[src/design/pli_pkg.sv]
package pli_pkg;

   localparam int TableDepth        = 16;
   localparam int ValueWidthDefault = 32;
   localparam int CountWidth        = 5;
   localparam int IndexWidth        = 4;
   localparam logic [CountWidth-1:0] CountReset = 5'd2;

   localparam logic KindLoad  = 1'b0;
   localparam logic KindQuery = 1'b1;

   typedef enum logic [2:0] {
      BK_IDLE,
      BK_SCAN,
      BK_READ,
      BK_MUL,
      BK_DIV,
      BK_DONE
   } back_state_type;

endpackage

[src/design/piecewise_linear_interpolator.sv]
// channel | direction | handshake             | payload
// req     | in        | req_valid / req_stall | kind, point_index, x_value, y_value
// rsp     | out       | rsp_valid / rsp_stall | y_out, saturated
// csr     | in        | APB psel/penable      | point_count at 0x0
// Load: the entry is written once the request is accepted. Query: a table scan for
// segment k, then a multiply and a bit-serial division by the segment's x width.
// A two-entry query queue separates the front from the back; loads wait until the
// queue has drained and the back is idle.
// Reset is synchronous; the table holds no reset value.
module piecewise_linear_interpolator
   import pli_pkg::*;
#(
   parameter int VALUE_WIDTH = ValueWidthDefault
) (
   input  logic                   clock,
   input  logic                   reset,
   input  logic                   req_valid,
   output logic                   req_stall,
   input  logic                   req_kind,
   input  logic [IndexWidth-1:0]  req_point_index,
   input  logic [VALUE_WIDTH-1:0] req_x_value,
   input  logic [VALUE_WIDTH-1:0] req_y_value,
   output logic                   rsp_valid,
   input  logic                   rsp_stall,
   output logic [VALUE_WIDTH-1:0] rsp_y_out,
   output logic                   rsp_saturated,
   input  logic                   psel,
   input  logic                   penable,
   input  logic                   pwrite,
   input  logic [1:0]             paddr,
   input  logic [31:0]            pwdata,
   output logic [31:0]            prdata,
   output logic                   pready
);

   logic [CountWidth-1:0]  count_ff;
   logic                   wr_en, q_valid, q_take, bk_busy;
   logic [IndexWidth-1:0]  wr_index;
   logic [VALUE_WIDTH-1:0] wr_x, wr_y, q_x;

   assign pready = 1'b1;
   assign prdata = (paddr == 2'd0) ? 32'(count_ff) : 32'd0;

   always_ff @(posedge clock) begin
      if (reset) begin
         count_ff <= CountReset;
      end else if (psel && penable && pwrite && paddr == 2'd0) begin
         count_ff <= pwdata[CountWidth-1:0];
      end
   end

   pli_front #(.VALUE_WIDTH(VALUE_WIDTH)) u_front (
      .clock, .reset,
      .in_valid(req_valid), .in_stall(req_stall), .in_kind(req_kind),
      .in_index(req_point_index), .in_x(req_x_value), .in_y(req_y_value),
      .wr_en, .wr_index, .wr_x, .wr_y, .q_valid, .q_take, .bk_busy, .q_x
   );

   pli_back #(.VALUE_WIDTH(VALUE_WIDTH)) u_back (
      .clock, .reset, .point_count(count_ff),
      .wr_en, .wr_index, .wr_x, .wr_y, .q_valid, .q_take, .busy(bk_busy), .q_x,
      .out_valid(rsp_valid), .out_stall(rsp_stall),
      .out_y(rsp_y_out), .out_sat(rsp_saturated)
   );

endmodule

[src/design/pli_front.sv]
module pli_front
   import pli_pkg::*;
#(
   parameter int VALUE_WIDTH = ValueWidthDefault
) (
   input  logic                   clock,
   input  logic                   reset,
   input  logic                   in_valid,
   output logic                   in_stall,
   input  logic                   in_kind,
   input  logic [IndexWidth-1:0]  in_index,
   input  logic [VALUE_WIDTH-1:0] in_x,
   input  logic [VALUE_WIDTH-1:0] in_y,
   output logic                   wr_en,
   output logic [IndexWidth-1:0]  wr_index,
   output logic [VALUE_WIDTH-1:0] wr_x,
   output logic [VALUE_WIDTH-1:0] wr_y,
   output logic                   q_valid,
   input  logic                   q_take,
   input  logic                   bk_busy,
   output logic [VALUE_WIDTH-1:0] q_x
);

   localparam int QDepth = 2;

   logic [VALUE_WIDTH-1:0] fifo_ff [QDepth];
   logic                   wp_ff, wp_in, rp_ff, rp_in;
   logic [1:0]             cnt_ff, cnt_in;
   logic                   push, pop, accept;

   // loads wait until queued and running queries are done, keeping table order
   assign in_stall = (cnt_ff == 2'(QDepth)) || (in_kind == KindLoad && cnt_ff != 2'd0) ||
                     (in_kind == KindLoad && (q_take || bk_busy));
   assign accept   = in_valid && !in_stall;
   assign push     = accept && in_kind == KindQuery;
   assign pop      = q_take && cnt_ff != 2'd0;

   assign wr_en    = accept && in_kind == KindLoad &&
                     ({1'b0, in_index} < (IndexWidth+1)'(TableDepth));
   assign wr_index = in_index;
   assign wr_x     = in_x;
   assign wr_y     = in_y;
   assign q_valid  = cnt_ff != 2'd0;
   assign q_x      = fifo_ff[rp_ff];

   always_comb begin
      wp_in  = push ? ~wp_ff : wp_ff;
      rp_in  = pop ? ~rp_ff : rp_ff;
      cnt_in = cnt_ff + 2'(push) - 2'(pop);
   end

   always_ff @(posedge clock) begin
      if (reset) begin
         wp_ff  <= 1'b0;
         rp_ff  <= 1'b0;
         cnt_ff <= 2'd0;
      end else begin
         wp_ff  <= wp_in;
         rp_ff  <= rp_in;
         cnt_ff <= cnt_in;
      end
      if (push) begin
         fifo_ff[wp_ff] <= in_x;
      end
   end

`ifndef SYNTHESIS
   a_cnt_max: assert property (@(posedge clock) disable iff (reset) cnt_ff <= 2'(QDepth))
      else $error("queue overflow");
   a_load_empty: assert property (@(posedge clock) disable iff (reset)
      wr_en |-> cnt_ff == 2'd0 && !bk_busy)
      else $error("load while queries pending");
   a_pop_valid: assert property (@(posedge clock) disable iff (reset)
      q_take |-> q_valid)
      else $error("take from empty queue");
`endif

endmodule

[src/design/pli_back.sv]
module pli_back
   import pli_pkg::*;
#(
   parameter int VALUE_WIDTH = ValueWidthDefault
) (
   input  logic                   clock,
   input  logic                   reset,
   input  logic [CountWidth-1:0]  point_count,
   input  logic                   wr_en,
   input  logic [IndexWidth-1:0]  wr_index,
   input  logic [VALUE_WIDTH-1:0] wr_x,
   input  logic [VALUE_WIDTH-1:0] wr_y,
   input  logic                   q_valid,
   output logic                   q_take,
   output logic                   busy,
   input  logic [VALUE_WIDTH-1:0] q_x,
   output logic                   out_valid,
   input  logic                   out_stall,
   output logic [VALUE_WIDTH-1:0] out_y,
   output logic                   out_sat
);

   localparam int AW = (TableDepth > 1) ? $clog2(TableDepth) : 1;
   localparam int KW = AW + 1;
   localparam int DW = VALUE_WIDTH + 1;
   localparam int PW = 2 * DW;
   localparam int PCW = $clog2(PW + 1);
   localparam int CW = VALUE_WIDTH + 3;

   logic [VALUE_WIDTH-1:0] mem_x [TableDepth];
   logic [VALUE_WIDTH-1:0] mem_y [TableDepth];

   back_state_type st_ff, st_in;
   logic [KW-1:0]          k_ff, k_in, n_lim;
   logic [VALUE_WIDTH-1:0] q_ff, q_in;
   logic [VALUE_WIDTH-1:0] rx_ff, ry_ff, px_ff, py_ff, px_in, py_in;
   logic [AW-1:0]          raddr;
   logic [PW-1:0]          num_ff, num_in;
   logic [DW-1:0]          rem_ff, rem_in, den_ff, den_in;
   logic [DW-1:0]          ma_ff, ma_in, mb_ff, mb_in;
   logic [PCW-1:0]         it_ff, it_in;
   logic                   neg_ff, neg_in;
   logic [VALUE_WIDTH-1:0] base_ff, base_in;
   logic [VALUE_WIDTH-1:0] y_ff, y_in;
   logic                   sat_ff, sat_in;
   logic                   ovalid_ff, ovalid_in;
   logic [DW:0]            trial;
   logic [DW-1:0]          rsh;
   logic signed [DW-1:0]   dy, dx, sp;
   logic signed [CW-1:0]   qv, sum;
   logic [PW-1:0]          qwide;

   always_comb begin
      if (point_count == '0) n_lim = KW'(1);
      else if ({1'b0, point_count} > (CountWidth+1)'(TableDepth)) n_lim = KW'(TableDepth);
      else n_lim = KW'(point_count);
   end

   assign raddr = k_in[AW-1:0];
   assign busy  = st_ff != BK_IDLE;

   always_ff @(posedge clock) begin
      if (wr_en) begin
         mem_x[wr_index[AW-1:0]] <= wr_x;
         mem_y[wr_index[AW-1:0]] <= wr_y;
      end
      rx_ff <= mem_x[raddr];
      ry_ff <= mem_y[raddr];
   end

   assign dy = DW'($signed(ry_ff)) - DW'($signed(py_ff));
   assign dx = DW'($signed(q_ff)) - DW'($signed(px_ff));
   assign sp = DW'($signed(rx_ff)) - DW'($signed(px_ff));
   assign rsh = {rem_ff[DW-2:0], num_ff[PW-1]};
   assign trial = {1'b0, rsh} - {1'b0, den_ff};
   assign qwide = num_ff;

   always_comb begin
      st_in = st_ff;
      k_in = k_ff;
      q_in = q_ff;
      px_in = px_ff;
      py_in = py_ff;
      num_in = num_ff;
      rem_in = rem_ff;
      den_in = den_ff;
      ma_in = ma_ff;
      mb_in = mb_ff;
      it_in = it_ff;
      neg_in = neg_ff;
      base_in = base_ff;
      y_in = y_ff;
      sat_in = sat_ff;
      ovalid_in = ovalid_ff && out_stall;
      q_take = 1'b0;
      qv = '0;
      sum = '0;
      case (st_ff)
         BK_IDLE: begin
            k_in = '0;
            if (q_valid && !ovalid_in) begin
               q_take = 1'b1;
               q_in = q_x;
               st_in = BK_READ;
            end
         end
         BK_READ: begin
            // rx/ry hold entry k
            if (k_ff == '0) begin
               px_in = rx_ff;
               py_in = ry_ff;
               if ($signed(q_ff) < $signed(rx_ff)) begin
                  y_in = ry_ff;
                  sat_in = 1'b0;
                  st_in = BK_DONE;
               end else if (n_lim == KW'(1)) begin
                  y_in = ry_ff;
                  sat_in = 1'b0;
                  st_in = BK_DONE;
               end else begin
                  k_in = KW'(1);
                  st_in = BK_SCAN;
               end
            end else if ($signed(q_ff) <= $signed(rx_ff)) begin
               base_in = py_ff;
               if (sp == '0) begin
                  y_in = py_ff;
                  sat_in = 1'b0;
                  st_in = BK_DONE;
               end else begin
                  neg_in = (dy[DW-1] != dx[DW-1]) != sp[DW-1];
                  ma_in = dy[DW-1] ? DW'(-dy) : DW'(dy);
                  mb_in = dx[DW-1] ? DW'(-dx) : DW'(dx);
                  den_in = sp[DW-1] ? DW'(-sp) : DW'(sp);
                  st_in = BK_MUL;
               end
            end else begin
               px_in = rx_ff;
               py_in = ry_ff;
               if (k_ff + KW'(1) >= n_lim) begin
                  y_in = ry_ff;
                  sat_in = 1'b0;
                  st_in = BK_DONE;
               end else begin
                  k_in = k_ff + KW'(1);
                  st_in = BK_SCAN;
               end
            end
         end
         BK_SCAN: st_in = BK_READ;
         BK_MUL: begin
            num_in = PW'(ma_ff) * PW'(mb_ff);
            rem_in = '0;
            it_in = PCW'(PW);
            st_in = BK_DIV;
         end
         BK_DIV: begin
            if (it_ff != '0) begin
               num_in = {num_ff[PW-2:0], ~trial[DW]};
               rem_in = trial[DW] ? rsh : trial[DW-1:0];
               it_in = it_ff - PCW'(1);
            end else begin
               if (qwide > PW'(1) << (VALUE_WIDTH + 1)) qv = CW'(1) <<< (VALUE_WIDTH + 1);
               else qv = CW'(qwide);
               sum = neg_ff ? CW'($signed(base_ff)) - qv : CW'($signed(base_ff)) + qv;
               if (sum > CW'((CW'(1) <<< (VALUE_WIDTH - 1)) - CW'(1))) begin
                  y_in = {1'b0, {(VALUE_WIDTH-1){1'b1}}};
                  sat_in = 1'b1;
               end else if (sum < -(CW'(1) <<< (VALUE_WIDTH - 1))) begin
                  y_in = {1'b1, {(VALUE_WIDTH-1){1'b0}}};
                  sat_in = 1'b1;
               end else begin
                  y_in = sum[VALUE_WIDTH-1:0];
                  sat_in = 1'b0;
               end
               st_in = BK_DONE;
            end
         end
         BK_DONE: begin
            ovalid_in = 1'b1;
            st_in = BK_IDLE;
         end
         default: st_in = BK_IDLE;
      endcase
   end

   always_ff @(posedge clock) begin
      if (reset) begin
         st_ff <= BK_IDLE;
         ovalid_ff <= 1'b0;
      end else begin
         st_ff <= st_in;
         ovalid_ff <= ovalid_in;
      end
      k_ff <= k_in;
      q_ff <= q_in;
      px_ff <= px_in;
      py_ff <= py_in;
      num_ff <= num_in;
      rem_ff <= rem_in;
      den_ff <= den_in;
      ma_ff <= ma_in;
      mb_ff <= mb_in;
      it_ff <= it_in;
      neg_ff <= neg_in;
      base_ff <= base_in;
      y_ff <= y_in;
      sat_ff <= sat_in;
   end

   assign out_valid = ovalid_ff;
   assign out_y = y_ff;
   assign out_sat = sat_ff;

`ifndef SYNTHESIS
   a_take_idle: assert property (@(posedge clock) disable iff (reset)
      q_take |-> st_ff == BK_IDLE && !(ovalid_ff && out_stall))
      else $error("take while busy");
   a_done_valid: assert property (@(posedge clock) disable iff (reset)
      st_ff == BK_DONE |=> out_valid)
      else $error("result lost");
   a_div_den: assert property (@(posedge clock) disable iff (reset)
      st_ff == BK_DIV |-> den_ff != '0)
      else $error("zero divisor");
`endif

endmodule
[config.mk]
export PLATFORM = sky130hd
export DESIGN_NAME = piecewise_linear_interpolator
export DESIGN_NICKNAME = d
export VERILOG_FILES = /design/src/design/pli_pkg.sv /design/src/design/piecewise_linear_interpolator.sv /design/src/design/pli_front.sv /design/src/design/pli_back.sv
export SDC_FILE = /design/constraint.sdc
export NUM_CORES = 2
export LEC_CHECK = 0
export ABC_AREA = 1
export BUFFER_PORTS_ARGS = -buffer_cell sky130_fd_sc_hd__buf_2
export CELL_PAD_IN_SITES_DETAIL_PLACEMENT = 1
export CELL_PAD_IN_SITES_GLOBAL_PLACEMENT = 2
export CORE_ASPECT_RATIO = 1.1
export CORE_MARGIN = 10
export CORE_UTILIZATION = 37
export CTS_CLUSTER_SIZE = 25
export DETAILED_ROUTE_END_ITERATION = 10
export GPL_TIMING_DRIVEN = 1
export PLACE_DENSITY = 0.86
export SLEW_MARGIN = 15
export SYNTH_ARGS = -nofsm -noshare
export SYNTH_HDL_FRONTEND = slang
export SYNTH_SLANG_ARGS = --single-unit
[constraint.sdc]
create_clock -name clock -period 15.6 [get_ports clock]
set_clock_uncertainty 0.2 [all_clocks]
set_input_delay 1.56 -clock clock [delete_from_list [all_inputs] [get_ports clock]]
set_output_delay 1.56 -clock clock [all_outputs]
set_load 0.1 [all_outputs]
* After elaboration in Yosys (flattened, before gate mapping)
Memories as Yosys holds them, arrays and structs flattened. A register that Yosys moved wholly into a read port is not among the register bits.
Index checks and enable logic that the tools add are counted.
** Cells by class
- Add/subtract/negate cells :: 13
- Multiply operators :: 1
- Divide/modulo/power cells :: 0
- Order comparisons :: 7
- Eq/ne operators :: 20
- Shift-type cells :: 0
- Multiplexer cells :: 63
- Bitwise operators :: 6
- Reductions and logical operators :: 35
** Operators by type and width (count)
- 2-to-1 mux 32 bit :: 18
- 2-to-1 mux 35 bit :: 4
- case mux 66 bit (2 select lines) :: 1
- case mux 32 bit (2 select lines) :: 2
- negation 33 bit :: 3
- subtractor 32 x 32 -> 33 bit :: 3
- greater-than comparator 66 x 34 -> 1 bit (second input constant) :: 1
- multiplier 33 x 33 -> 66 bit :: 1
- 2-to-1 mux 66 bit :: 1
- 2-to-1 mux 5 bit :: 8
- adder 32 x 35 -> 35 bit :: 1
- greater-than comparator 35 x 32 -> 1 bit (second input constant) :: 1
- less-than comparator 35 x 32 -> 1 bit (second input constant) :: 1
- subtractor 32 x 35 -> 35 bit :: 1
- subtractor 33 x 33 -> 34 bit :: 1
- logical NOT 33 bit :: 1
- <= comparator 32 bit :: 1
- less-than comparator 32 bit :: 1
- 2-to-1 mux 3 bit :: 8
- 2-to-1 mux 1 bit :: 16
- case mux 3 bit (5 select lines) :: 1
- case mux 7 bit (2 select lines) :: 1
- logical AND 1 bit :: 11
- logical NOT 5 bit :: 2
- 34 further kinds :: 56
** Word-level totals
- Bits in registers :: 352
- Bits in latches :: 0
- Bits in writable memories :: 1088
- Bits in read-only memories :: 0
- Memories :: 3
** Memory list
- u_back.mem_x :: depth 16, width 32, read ports 1, clocked after Yosys merged registers in 1, write ports 1, RTL line pli_back.sv:30 : logic [VALUE_WIDTH-1:0] mem_x [TableDepth];
- u_back.mem_y :: depth 16, width 32, read ports 1, clocked after Yosys merged registers in 1, write ports 1, RTL line pli_back.sv:31 : logic [VALUE_WIDTH-1:0] mem_y [TableDepth];
- u_front.fifo_ff :: depth 2, width 32, read ports 1, clocked after Yosys merged registers in 1, write ports 1, RTL line pli_front.sv:26 : logic [VALUE_WIDTH-1:0] fifo_ff [QDepth];

* Depth between registers and ports, before layout
- Depth after elaboration :: 13
- Depth in mapped cells :: 37
- Gate-level depth less buffers :: 34

* Modules after synthesis
Synthesis repeated with hierarchy kept, for this count alone.
** Unflattened totals
- Cells, all modules :: 12639
- Area, all modules :: 113908.0 µm²
** By module, submodules not included
- pli_back :: instances 1, cells an instance 12357, area an instance 110160.7 µm², seq. area each 43211.4 µm²
- pli_front :: instances 1, cells an instance 204, area an instance 3236.9 µm², seq. area each 2021.9 µm²
- piecewise_linear_interpolator :: instances 1, cells an instance 78, area an instance 510.5 µm², seq. area each 100.1 µm²

* Worst setup path before layout
Ideal clock, no wire load.
- Path type :: register to register
- From :: register u_back.px_ff[0]
- To :: register u_back.sat_ff, in the netlist u_back.out_sat (enable)
- Setup time :: 1345 ps
- Arrival :: 13811 ps
- Data required time :: 14055 ps
- Setup slack :: 244 ps
- Stages on the path, launching flop included :: 25
- Path buffers :: 0
- Clock period less this slack :: 15356 ps
- Cell sequence :: edfxtp_1 > ha_1 > inv_1 > fa_1 > nand2_1 > inv_1 > nand2_1 > nand2_1 > nand2_1 > nand2_1 > nand2_1 > nand2_1 > xor2_1 > inv_1 > nand3_1 > nor2_1 > nand4_1 > nor2_1 > nand4_1 > nor2_1 > nand4_1 > nor2_1 > ha_1 > nor3_1 > nor4b_1
** On the way
- Cells in the longest elaborated chain, start to end :: 4
** RTL lines
- start: declaration :: RTL line pli_back.sv:36 : logic [VALUE_WIDTH-1:0] rx_ff, ry_ff, px_ff, py_ff, px_in, py_in;
- start signal: assignment :: RTL line pli_back.sv:197 : px_ff <= px_in;
- subtractor 32 x 32 -> 33 bit :: RTL line pli_back.sv:73 : assign sp = DW'($signed(rx_ff)) - DW'($signed(px_ff));
- logical NOT 33 bit :: RTL line pli_back.sv:126 : if (sp == '0) begin
- != test 4 x 3 -> 1 bit (no line)
- AND reduction 5 bit (no line)
- end signal: assignment :: RTL line pli_back.sv:208 : sat_ff <= sat_in;
- end: declaration :: RTL line pli_back.sv:45 : logic sat_ff, sat_in;
Every way passes these cells.
A chain may end at the register's enable or synchronous reset.

* Worst setup path after layout
- From :: register u_back.ma_ff[20]
- To :: register u_back.num_ff[62], data pin
** On the way
- Cells in the longest elaborated chain, start to end :: 2
** RTL lines
- start: declaration :: RTL line pli_back.sv:40 : logic [DW-1:0] ma_ff, ma_in, mb_ff, mb_in;
- start signal: assignment :: RTL line pli_back.sv:202 : ma_ff <= ma_in;
- multiplier 33 x 33 -> 66 bit :: RTL line pli_back.sv:152 : num_in = PW'(ma_ff) * PW'(mb_ff);
- case mux 66 bit (2 select lines) :: RTL line pli_back.sv:98 : case (st_ff)
- net u_back.num_in[62] :: RTL line pli_back.sv:38 : logic [PW-1:0] num_ff, num_in;
- end signal: assignment :: RTL line pli_back.sv:199 : num_ff <= num_in;
- end: declaration :: RTL line pli_back.sv:38
The timed path passes the listed nets, and every way through them passes these cells.

==> metrics.log <==
[metrics] GRT Residual Overflow: 0
[metrics] buffer levels on the longest clock path: 4
[metrics] via total after detailed routing: 84600
[metrics] Max FO, Critical Path: 20
[metrics] Hold Violations, Final: 0
[metrics] time the final worst path needs with I/O delays and setup: 8.65 ns
[metrics] via count of the first global-routing pass: 91200
[metrics] share of post-route cells with drive strength above 1: 0.0466
[metrics] clock insertion delay at the later pin of the skew report: 0.85 ns
[metrics] CTS Buf Count: 165
[metrics] final net count: 13900
[metrics] warnings from Yosys: 0
[metrics] die width: 546 um
[metrics] total global-route track usage: 0.208
[metrics] Post-Syn Area per Cell: 8.95 um^2
[metrics] layout-stage area growth over the synthesis result: 8.66%
[metrics] worst min path class: reg2reg
[metrics] Total Die Area: 0.326 mm^2
[metrics] run status: complete, no violations
[metrics] DP HPWL: 241 mm
[metrics] post-cts sizing count: 0
[metrics] post-route ant nets: 0
[metrics] placeable core region: 0.303 mm^2
[metrics] number of primary I/O pins: 178
[metrics] Slew HR: 0.178
[metrics] post-synthesis instance area: 0.112 mm^2
[metrics] global-route wire length before repair: 539 mm
[metrics] count of routing violations after the opening detailed-route iteration: 5061
[metrics] dominant register cell in the synthesized netlist: sky130_fd_sc_hd__edfxtp_1
[metrics] gate count of the mapped netlist: 12600
[metrics] maximum clock frequency: 116 MHz
[metrics] maximum number of pins on one net before global-route repair: 164
[metrics] final setup TNS: 0 ns
[metrics] Worst-path clk slew: 0.06 ns
[metrics] sequential element share of the synthesized area: 0.403
[metrics] Root Buffer: sky130_fd_sc_hd__clkbuf_16
[metrics] post-synthesis cell type count: 62
[metrics] slew at the pin closest to its max-slew limit: 1.23 ns
[metrics] starting density of the core: 0.371
[metrics] CP Capture Type: flop
[metrics] CP Data Arrival Time: 8.98 ns
[metrics] H-tree depth reported by CTS: 4
[metrics] Die Span Y: 598 um
[metrics] number of buffers added for setup after CTS: 0
[metrics] flop and latch count out of synthesis: 1536
[metrics] routed wire length: 347 mm
[metrics] post-detailed-route wirelength per cell: 20.9 um
[metrics] DRC violation count after routing: 0
[metrics] routability congestion estimate: 0.914
[metrics] post-layout utilization of the core: 0.403
[metrics] crit path launch type: flop
[metrics] max-slew violation count: 0
[metrics] clock tree sinks: 1536
[metrics] share of the clock period used by the worst path after layout: 0.554
[metrics] number of standard-cell rows in the floorplan: 212
[metrics] CTS hold repair buffers: 0
[metrics] Via-to-Cell Ratio: 5.10
[metrics] clock tree from TritonCTS: yes
[metrics] detailed-router iteration count before antenna repair: 6
[metrics] number of violations of the max-capacitance limit: 0
[metrics] RSZ-0062 raised after global routing: no
[metrics] Post-synth EDFFs: 1455
[metrics] asr flop ratio synth: 0
[metrics] initial antenna violation count: 33
[metrics] IO buf count: 122
[metrics] Setup-failing EPs final: 0
[metrics] Setup Crit Path Kind: reg2reg
[metrics] required arrival time at the worst endpoint: 15.93 ns
[metrics] total of fill cells in the finished design: 35400
[final timing paths]
kind / from / endpoint / slack [ns] / cells past startpoint
max: u_back.ma_ff[20]$_DFFE_PP_ / u_back.num_ff[62]$_DFFE_PP_ / 6.95 / 24
min: u_back.py_ff[20]$_DFFE_PP_ / u_back.base_ff[20]$_DFFE_PP_ / 0.24 / 0
max reg2reg: u_back.ma_ff[20]$_DFFE_PP_ / u_back.num_ff[62]$_DFFE_PP_ / 6.95 / 24
min reg2reg: u_back.py_ff[20]$_DFFE_PP_ / u_back.base_ff[20]$_DFFE_PP_ / 0.24 / 0
[synthesized netlist by cell type (all sizes together), types with 47 or more instances]
cell type  number  area [um^2]
a21oi         341         1720
a31oi          50          313
buf           240         1380
clkbuf        387         1450
dfxtp          81         1620
edfxtp       1455        43700
fa            963        19300
ha            476         5960
inv          2450         9200
nand2        3237        12200
nand3        1364         6830
nand3b         74          556
nand4          67          419
nor2          533         2010
nor3           64          330
o211ai         47          353
o21ai         279         1400
xnor2          89          780
xor2          183         1600
[metal layers]
layer  vias up  GRT usage  wire length [um]  share of wire
li1      39200          -                 -              -
met1     43000      0.261            145000           0.42
met2      1774      0.378            176000           0.51
met3       612     0.0225             14400          0.041
met4        30     0.0621             11200          0.032
met5         -          0               223        0.00064
[critical path: stages, from the launching register on]
cell and delay (ns):
sky130_fd_sc_hd__edfxtp_1 1.16, sky130_fd_sc_hd__nand2_1 0.19, sky130_fd_sc_hd__fa_1 0.62, sky130_fd_sc_hd__fa_1 0.44, sky130_fd_sc_hd__fa_1 0.50, sky130_fd_sc_hd__inv_1 0.07, sky130_fd_sc_hd__fa_1 0.53, sky130_fd_sc_hd__inv_1 0.05
sky130_fd_sc_hd__fa_1 0.49, sky130_fd_sc_hd__inv_1 0.05, sky130_fd_sc_hd__fa_1 0.59, sky130_fd_sc_hd__fa_1 0.45, sky130_fd_sc_hd__fa_1 0.50, sky130_fd_sc_hd__ha_1 0.39, sky130_fd_sc_hd__nand2_1 0.10, sky130_fd_sc_hd__nor2_1 0.22
sky130_fd_sc_hd__nand2_1 0.09, sky130_fd_sc_hd__nor3_1 0.15, sky130_fd_sc_hd__a21oi_1 0.16, sky130_fd_sc_hd__o21ai_0 0.77, sky130_fd_sc_hd__nand4_1 0.23, sky130_fd_sc_hd__nand2_1 0.14, sky130_fd_sc_hd__nand2_1 0.06, sky130_fd_sc_hd__nand3_1 0.11
sky130_fd_sc_hd__o21ai_0 0.10
[cell type report]
| cell class | instances | area [um^2] | share of cell area |
|---|---|---|---|
| well taps | 4066 | 5090 | 0.0416 |
| flip-flops and latches | 1536 | 45300 | 0.371 |
| diodes | 12 | 30.0 | 0.000246 |
| clock inverters | 74 | 867 | 0.00710 |
| repair buffers | 265 | 1720 | 0.0141 |
| multi-input cells | 7974 | 55400 | 0.454 |
| clock buffers | 216 | 4530 | 0.0371 |
| inverters | 2451 | 9210 | 0.0754 |
[stage by stage]
stage	cells	setup WS (ns)	instance area [um^2]	hold slack (ns)
2_1_floorplan	12600	0.244	113000	0.208
3_3_place_gp	16300	7.03	117000	0.227
3_5_place_dp	16300	7.02	117000	0.234
4_1_cts	16600	6.96	122000	0.240
5_1_grt	16600	6.58	122000	0.253
6_report	16600	6.95	122000	0.242
[cells by family after synthesis]
| family | synth area share |
|---|---|
| simple gates | 0.202 |
| buf+inv | 0.107 |
| flops | 0.403 |
| fa+ha+maj | 0.224 |
| compound gates | 0.0423 |
| xor+xnor | 0.0212 |
| other cells | 0.0000668 |
[cell usage in the layout (no fill, tap or decap), types with 183 or more instances in the layout]
cell	netlist	routed
sky130_fd_sc_hd__xor2_1	183	183
sky130_fd_sc_hd__fa_1	963	963
sky130_fd_sc_hd__nor2_1	531	510
sky130_fd_sc_hd__nand2_1	3229	3226
sky130_fd_sc_hd__edfxtp_1	1455	1455
sky130_fd_sc_hd__o21ai_0	261	261
sky130_fd_sc_hd__nand3_1	1363	1363
sky130_fd_sc_hd__inv_1	2444	2442
sky130_fd_sc_hd__ha_1	476	476
sky130_fd_sc_hd__a21oi_1	338	338
[state kept, by name, indices dropped and copies added (netlist names), 33 cells and up]
register	flops
u_back.mem_x	512
u_back.mem_y	512
u_back.num_ff	66
u_front.fifo_ff	64
u_back.den_ff	33
u_back.ma_ff	33
u_back.mb_ff	33
Power is not shown: default switching activity piles up to over one toggle a cycle in this logic, so the estimate is an artifact.
